### src/sv/cpf_pkg.sv
`timescale 1ns / 1ps
// Shared types, constants and the mod-11 check-digit function for the CPF validator.
// No dependencies; used by cpf_bcd_cell, cpf_check_stage and the top level.
package cpf_pkg;

  localparam int unsigned IdW       = 37;
  localparam int unsigned NumDigits = 11;
  // 12 BCD digits cover the full 37-bit input range
  localparam int unsigned BcdW      = 48;
  localparam int unsigned SumW      = 10;

  localparam logic [IdW-1:0] CpfMax = 37'd99999999999;

  typedef logic [SumW-1:0] sum_t;

  // data walking down the binary-to-BCD chain
  typedef struct packed {
    logic            valid;
    logic            over;
    logic [BcdW-1:0] bcd;
    logic [IdW-1:0]  bin;
  } cpf_cell_t;

  typedef struct packed {
    logic       is_valid;
    logic [3:0] c1;
    logic [3:0] c2;
    logic       rej;
  } cpf_res_t;

  // remainder mod 11 via reciprocal (186/2048 underestimates 1/11), one fix-up
  function automatic logic [3:0] check_digit(input sum_t x);
    logic [16:0] prod;
    logic [5:0]  q;
    logic [9:0]  r;
    prod = 17'(x) * 17'd186;
    q    = prod[16:11];
    r    = x - (10'(q) * 10'd11);
    if (r >= 10'd11) begin
      r = r - 10'd11;
    end
    if (r < 10'd2) begin
      check_digit = 4'd0;
    end else begin
      check_digit = 4'(10'd11 - r);
    end
  endfunction

endpackage

### src/sv/cpf_bcd_cell.sv
`timescale 1ns / 1ps
// One double-dabble cell: add-3 adjust on every BCD digit, then shift in one binary bit.
// Depends on cpf_pkg.
module cpf_bcd_cell (
  input  logic              clk_i,
  input  logic              rst_ni,
  input  logic              en_i,
  input  cpf_pkg::cpf_cell_t in_i,
  output cpf_pkg::cpf_cell_t out_o
);
  import cpf_pkg::*;

  logic [BcdW-1:0] bcd_adj;
  logic            valid_q;
  logic            over_q;
  logic [BcdW-1:0] bcd_q;
  logic [IdW-1:0]  bin_q;

  always_comb begin
    for (int k = 0; k < BcdW / 4; k++) begin
      if (in_i.bcd[k*4 +: 4] >= 4'd5) begin
        bcd_adj[k*4 +: 4] = in_i.bcd[k*4 +: 4] + 4'd3;
      end else begin
        bcd_adj[k*4 +: 4] = in_i.bcd[k*4 +: 4];
      end
    end
  end

  always_ff @(posedge clk_i or negedge rst_ni) begin
    if (!rst_ni) begin
      valid_q <= 1'b0;
    end else if (en_i) begin
      valid_q <= in_i.valid;
    end
  end

  always_ff @(posedge clk_i) begin
    if (en_i) begin
      over_q <= in_i.over;
      bcd_q  <= {bcd_adj[BcdW-2:0], in_i.bin[IdW-1]};
      bin_q  <= {in_i.bin[IdW-2:0], 1'b0};
    end
  end

  assign out_o = '{valid: valid_q, over: over_q, bcd: bcd_q, bin: bin_q};

endmodule

### src/sv/cpf_check_stage.sv
`timescale 1ns / 1ps
// Weighted sums, check digits and repeated-digit test on the 11 decoded digits.
// Two register stages; final compare is combinational. Depends on cpf_pkg.
module cpf_check_stage (
  input  logic               clk_i,
  input  logic               rst_ni,
  input  logic               en_i,
  input  cpf_pkg::cpf_cell_t in_i,
  output logic               valid_o,
  output cpf_pkg::cpf_res_t  res_o
);
  import cpf_pkg::*;

  logic [3:0] dig [NumDigits];   // dig[0] is the most significant digit
  sum_t       s1_d, s2_d;
  logic       rep_d;

  logic       a_valid_q, a_over_q, a_rej_q;
  sum_t       a_s1_q, a_s2_q;
  logic [3:0] a_d10_q, a_d11_q;

  logic       b_valid_q, b_over_q, b_rej_q;
  logic [3:0] b_c1_q;
  sum_t       b_s2_q;
  logic [3:0] b_d10_q, b_d11_q;

  logic [3:0] c2;

  always_comb begin
    for (int i = 0; i < NumDigits; i++) begin
      dig[i] = in_i.bcd[(NumDigits-1-i)*4 +: 4];
    end
    s1_d = '0;
    s2_d = '0;
    for (int i = 0; i < 9; i++) begin
      s1_d = s1_d + SumW'(dig[i]) * SumW'(10 - i);
      s2_d = s2_d + SumW'(dig[i]) * SumW'(11 - i);
    end
    // all eleven digits equal (covers zero); top BCD digit only matters above max
    rep_d = 1'b1;
    for (int i = 0; i < NumDigits - 1; i++) begin
      if (dig[i] != dig[NumDigits-1]) begin
        rep_d = 1'b0;
      end
    end
  end

  always_ff @(posedge clk_i or negedge rst_ni) begin
    if (!rst_ni) begin
      a_valid_q <= 1'b0;
      b_valid_q <= 1'b0;
    end else if (en_i) begin
      a_valid_q <= in_i.valid;
      b_valid_q <= a_valid_q;
    end
  end

  always_ff @(posedge clk_i) begin
    if (en_i) begin
      a_over_q <= in_i.over;
      a_rej_q  <= rep_d;
      a_s1_q   <= s1_d;
      a_s2_q   <= s2_d;
      a_d10_q  <= dig[NumDigits-2];
      a_d11_q  <= dig[NumDigits-1];

      b_over_q <= a_over_q;
      b_rej_q  <= a_rej_q;
      b_c1_q   <= check_digit(a_s1_q);
      // second sum gets the first check digit with weight 2
      b_s2_q   <= a_s2_q + SumW'({check_digit(a_s1_q), 1'b0});
      b_d10_q  <= a_d10_q;
      b_d11_q  <= a_d11_q;
    end
  end

  assign c2 = check_digit(b_s2_q);

  always_comb begin
    if (b_over_q) begin
      res_o = '{is_valid: 1'b0, c1: 4'd0, c2: 4'd0, rej: 1'b1};
    end else begin
      res_o.is_valid = !b_rej_q && (b_c1_q == b_d10_q) && (c2 == b_d11_q);
      res_o.c1       = b_c1_q;
      res_o.c2       = c2;
      res_o.rej      = b_rej_q;
    end
  end

  assign valid_o = b_valid_q;

endmodule

### src/sv/cpf_check_digit_validator.sv
`timescale 1ns / 1ps
// CPF check-digit validator. Accepts one 37-bit number per cycle while stall_o is low and
// returns one result per item: the two mod-11 check digits computed from the nine
// leading decimal digits, a match flag and a reject flag (repeated digits, zero, or above
// 99999999999). 37 double-dabble cells, one per input bit, turn the binary number into
// BCD, then two stages form the weighted sums and check digits, then the output register.
// Sustained rate is one item per cycle while the skid buffer is empty; a one-entry skid
// buffer behind the output register lets one more item in while a result is stalled.
// Depends on cpf_pkg, cpf_bcd_cell and cpf_check_stage.
module cpf_check_digit_validator (
  input  logic                  clk_i,
  input  logic                  rst_ni,
  input  logic                  valid_i,
  output logic                  stall_o,
  input  logic [cpf_pkg::IdW-1:0] id_number_i,
  output logic                  valid_o,
  input  logic                  stall_i,
  output logic                  is_valid_o,
  output logic [3:0]            expected_first_check_o,
  output logic [3:0]            expected_second_check_o,
  output logic                  rejected_pattern_o
);
  import cpf_pkg::*;

  cpf_cell_t chain [IdW+1];
  logic      adv;
  logic      res_valid;
  cpf_res_t  res;

  logic      out_valid_q, out_valid_d;
  cpf_res_t  out_q, out_d;
  logic      skid_valid_q, skid_valid_d;
  cpf_res_t  skid_q, skid_d;

  // whole pipeline moves unless the skid slot is occupied
  assign adv     = !skid_valid_q;
  assign stall_o = skid_valid_q;

  assign chain[0] = '{valid: valid_i, over: (id_number_i > CpfMax), bcd: '0, bin: id_number_i};

  for (genvar g = 0; g < IdW; g++) begin : g_cell
    cpf_bcd_cell u_cell (
      .clk_i (clk_i),
      .rst_ni(rst_ni),
      .en_i  (adv),
      .in_i  (chain[g]),
      .out_o (chain[g+1])
    );
  end

  cpf_check_stage u_check (
    .clk_i  (clk_i),
    .rst_ni (rst_ni),
    .en_i   (adv),
    .in_i   (chain[IdW]),
    .valid_o(res_valid),
    .res_o  (res)
  );

  always_comb begin
    out_valid_d  = out_valid_q;
    out_d        = out_q;
    skid_valid_d = skid_valid_q;
    skid_d       = skid_q;
    if (skid_valid_q) begin
      if (!stall_i) begin
        out_d        = skid_q;
        skid_valid_d = 1'b0;
      end
    end else if (res_valid) begin
      if (!out_valid_q || !stall_i) begin
        out_valid_d = 1'b1;
        out_d       = res;
      end else begin
        skid_valid_d = 1'b1;
        skid_d       = res;
      end
    end else if (!stall_i) begin
      out_valid_d = 1'b0;
    end
  end

  always_ff @(posedge clk_i or negedge rst_ni) begin
    if (!rst_ni) begin
      out_valid_q  <= 1'b0;
      skid_valid_q <= 1'b0;
    end else begin
      out_valid_q  <= out_valid_d;
      skid_valid_q <= skid_valid_d;
    end
  end

  always_ff @(posedge clk_i) begin
    out_q  <= out_d;
    skid_q <= skid_d;
  end

  assign valid_o                 = out_valid_q;
  assign is_valid_o              = out_q.is_valid;
  assign expected_first_check_o  = out_q.c1;
  assign expected_second_check_o = out_q.c2;
  assign rejected_pattern_o      = out_q.rej;

  a_skid_needs_out: assert property (@(posedge clk_i) disable iff (!rst_ni)
    skid_valid_q |-> out_valid_q)
    else $error("skid holds an item while output register is empty");

  a_skid_fill_on_stall: assert property (@(posedge clk_i) disable iff (!rst_ni)
    $rose(skid_valid_q) |-> $past(out_valid_q && stall_i))
    else $error("skid filled without a stalled output");

  a_valid_not_rejected: assert property (@(posedge clk_i) disable iff (!rst_ni)
    (valid_o && is_valid_o) |-> !rejected_pattern_o)
    else $error("item reported valid and rejected");

  a_digit_range: assert property (@(posedge clk_i) disable iff (!rst_ni)
    valid_o |-> (expected_first_check_o <= 4'd9 && expected_second_check_o <= 4'd9))
    else $error("check digit out of range");

endmodule

### config.mk
export PLATFORM = sky130hd
export DESIGN_NAME = cpf_check_digit_validator
export DESIGN_NICKNAME = d
export VERILOG_FILES = /design/src/sv/cpf_pkg.sv /design/src/sv/cpf_bcd_cell.sv /design/src/sv/cpf_check_stage.sv /design/src/sv/cpf_check_digit_validator.sv
export SDC_FILE = /design/constraint.sdc
export NUM_CORES = 2
export LEC_CHECK = 0
export BUFFER_PORTS_ARGS = -buffer_cell sky130_fd_sc_hd__buf_2
export CORE_MARGIN = 2
export CORE_UTILIZATION = 55
export DETAILED_ROUTE_END_ITERATION = 12
export GPL_TIMING_DRIVEN = 0
export PLACE_DENSITY_LB_ADDON = 0.25
export SYNTH_ARGS = -nofsm -noshare
export SYNTH_HDL_FRONTEND = slang
export SYNTH_SLANG_ARGS = --single-unit
### constraint.sdc
create_clock -name clk_i -period 20.1 [get_ports clk_i]
set_input_delay 2.01 -clock clk_i [delete_from_list [all_inputs] [get_ports clk_i]]
set_output_delay 2.01 -clock clk_i [all_outputs]
set_load 0.02 [all_outputs]
==> impl_metrics.csv <==
group,metric,value,unit
placed_design,placed_area,84800,um^2
floorplan,core_area,148000,um^2
timing,report.final.hold_viol_count,0,
routing,dr.first_iter.drc_count,2117,
clock_tree,cts_root_buf,"clkbuf_16",
routing,routedWlPerCell,13.6,um
placed_design,gp_congestion,0.838,
grt,grt_pass1_vias,43601,
timing,finalClockSkew,0.0736,ns
layout,final_area,90400,um^2
logic_synthesis,synth_top_area_share,61.6,%
routing,via_per_inst,5.12,
logic_synthesis,ys_seq_area_share,62.9,%
critical_path,timing.rr.end,"u_check.b_s2_q[7]$_DFFE_PN_",
floorplan,rows,141,
clock_tree,cts.repair.resized,0,
critical_path,critPathKind,"reg -> reg",
critical_path,rr_worst_depth,39,
critical_path,slowest_stage,"edfxtp_1",
floorplan,start_util,55.4,%
critical_path,timing.rr.start,"u_check.a_s1_q[2]$_DFFE_PN_",
logic_synthesis,synth_edf_count,1679,
timing,slew_viol_final,0,
clock_tree,clockBufferDepth,3,
layout,drive_above_1_share,5.72,%
critical_path,path_max_fanout,10,
logic_synthesis,synthDistinctLibCells,72,
clock_tree,cts_sinks,1720,
floorplan,fp.dieH,390,um
clock_tree,cts_buffers,173,
routing,ant_nets,0,
logic_synthesis,ys_seq_elements,1720,
timing,relSlewSlack,13.1,%
floorplan,dieArea,152000,um^2
logic_synthesis,synthTopCellsByArea,"edfxtp_1, ha_1, nand2_1",
routing,vias,43160,
logic_synthesis,synth_flop_cell,"edfxtp_1",
timing,min_period,9.94,ns
logic_synthesis,async_reset_ff_share,2.38,%
clock_tree,cts_tree,"yes",
grt,grt.total_usage,15.6,%
placed_design,place_inst,8121,
timing,layout_setup_ws,10.16,ns
grt,overflow,0,
routing,wl,115000,um
logic_synthesis,synth_cells,6131,
critical_path,slowest_delay,0.58,ns
floorplan,die_x,390,um
clock_tree,htree_levels,4,
timing,fin_tns_setup,0,ns
layout,nets,7217,
grt,grt_pass1_wl,196000,um
grt,antenna_found_initial,0,
clock_tree,clkTransAtPathRegs,0.06,ns
critical_path,worstSetupEndpoint,"u_check.b_s2_q[7]$_DFFE_PN_",
placed_design,io_buffers,52,
critical_path,critPathRequiredTime,20.65,ns
critical_path,r2r_slack,10.16,ns
clock_tree,clk_latency,0.82,ns
critical_path,crit_start,"u_check.a_s1_q[2]$_DFFE_PN_",
logic_synthesis,yosysWarnings,0,
critical_path,critical_path_arrival,10.49,ns
layout,num_antenna_cells,0,
timing,tightest_slew,1.30,ns
logic_synthesis,synthesis.area,81800,um^2
worst_hold_path,hp-class,"reg -> reg",
placed_design,pre_cts_slack,10.06,ns
job,cap_violations,0,
layout,area_growth,10.4,%
routing,drc,0,
layout,finalNonFillerCells,8434,
status,status,"complete, no violations",
timing,finalSetupViolCount,0,
timing,rsz0062_at_grt,"no",
timing,max_freq,0.101,GHz
logic_synthesis,yosysTopAreaCell,"edfxtp_1",
routing,first_pass_iters,5,
critical_path,cp-end-kind,"flop",
timing,final.period_utilization,49.5,%
layout,fillers,10918,
layout,layout_commonest_cell,"edfxtp_1",
logic_synthesis,synth_nets,6982,
logic_synthesis,synth_area_per_cell,13.3,um^2
clock_tree,holdBufCountCts,0,
critical_path,crit_path_start_kind,"flop",
grt,grt_max_degree,230,
placed_design,dp_hpwl,77600,um
layout,mostFrequentLayoutCells,"edfxtp_1, nand2_1, inv_1",
floorplan,pin_count,53,
clock_tree,cts_setup_buffers,0,
## synthesized netlist by cell type (3+ instances only)
master       n
nand3_1     15
ha_1       654
o21bai_1    12
nand2b_1   402
nor4_1      10
nor3_1      17
nor2_1     253
o21ai_0    445
xnor2_1    263
fa_1       156
or4_1        9
mux2_2      47
a21oi_1    249
nor2b_1     17
mux2i_1    181
a211o_1      3
and2_1       3
xor2_1      27
nand4_1     10
a31oi_1      6
a31o_2       4
dfrtp_1     41
clkbuf_1     3
a21o_1      21
o21a_1      10
and3_1       9
buf_1        3
o22ai_1      3
o22a_1       8
or3_1        3
nand2_1    835
edfxtp_1  1679
o221ai_1     5
inv_1      681
## registers in the layout, summed over array words and instances, names as in the netlist, 4 cells and up
name,flops
g_cell.u_cell.bin_q,666
u_check.b_s2_q,10
u_check.a_d10_q,4
skid_q,10
expected_first_check_o,4
g_cell.u_cell.over_q,37
u_check.a_d11_q,4
u_check.b_d11_q,4
expected_second_check_o,4
u_check.a_s1_q,10
u_check.b_c1_q,4
g_cell.u_cell.bcd_q,902
u_check.b_d10_q,4
g_cell.u_cell.valid_q,37
u_check.a_s2_q,10
## kinds of logic after synthesis
family	Yosys count	share of synthesized area (%)
compound gates	792	5.24
xor+xnor	290	3.10
fa+ha+maj	810	13.8
buf+inv	693	3.20
flops	1720	62.9
mux	229	2.88
simple gates	1597	8.91
## worst max-delay path, delay by kind of cell, from the launching register on
kind	cells	cell delay, ns
flops	1	0.58
compound gates	12	2.47
fa+ha+maj	11	4.17
simple gates	6	1.09
xor+xnor	4	0.99
buf+inv	6	0.40
## final cells by class
type / instances / area [um^2] / area share (%)
plain buffers: 10 / 53.8 / 0.0595
multi-input cells: 3718 / 27800 / 30.7
flip-flops and latches: 1720 / 51400 / 56.9
inverters: 683 / 2580 / 2.85
clock inverters: 101 / 1160 / 1.28
repair buffers: 60 / 480 / 0.532
clock buffers: 212 / 4480 / 4.95
well taps: 1930 / 2410 / 2.67
## through the flow
stage / hold WS (ns) / util [%]
final: 0.389 / 61.2
after detailed placement: 0.405 / 57.4
after global placement: 0.400 / 57.2
after CTS: 0.385 / 61.2
after floorplan: 0.400 / -
after global routing: 0.395 / 61.2
## layer usage
layer	wire length, um	global-route usage (%)	vias to the layer above
li1	-	-	21771
met1	45300	17.3	20755
met2	62400	29.6	438
met3	3790	3.08	196
met4	3500	5.65	0
met5	0	0	-
## worst min-delay path by stage
stage / from / to / slack [ns] / depth (start not counted)
2_1_floorplan: g_cell[9].u_cell.bin_q[36]$_DFFE_PN_ / g_cell[10].u_cell.bcd_q[0]$_DFFE_PN_ / 0.40 / 0
3_3_place_gp: g_cell[15].u_cell.bin_q[18]$_DFFE_PN_ / g_cell[16].u_cell.bin_q[19]$_DFFE_PN_ / 0.40 / 0
3_5_place_dp: g_cell[9].u_cell.bin_q[15]$_DFFE_PN_ / g_cell[10].u_cell.bin_q[16]$_DFFE_PN_ / 0.40 / 0
4_1_cts: g_cell[33].u_cell.bin_q[34]$_DFFE_PN_ / g_cell[34].u_cell.bin_q[35]$_DFFE_PN_ / 0.39 / 0
5_1_grt: g_cell[32].u_cell.over_q$_DFFE_PN_ / g_cell[33].u_cell.over_q$_DFFE_PN_ / 0.39 / 0
6_report: g_cell[34].u_cell.bin_q[36]$_DFFE_PN_ / g_cell[35].u_cell.bcd_q[0]$_DFFE_PN_ / 0.39 / 0
Power is left out: the tool's default activity adds up to more than one toggle a clock period on the data nets, which glitch-free logic cannot reach.
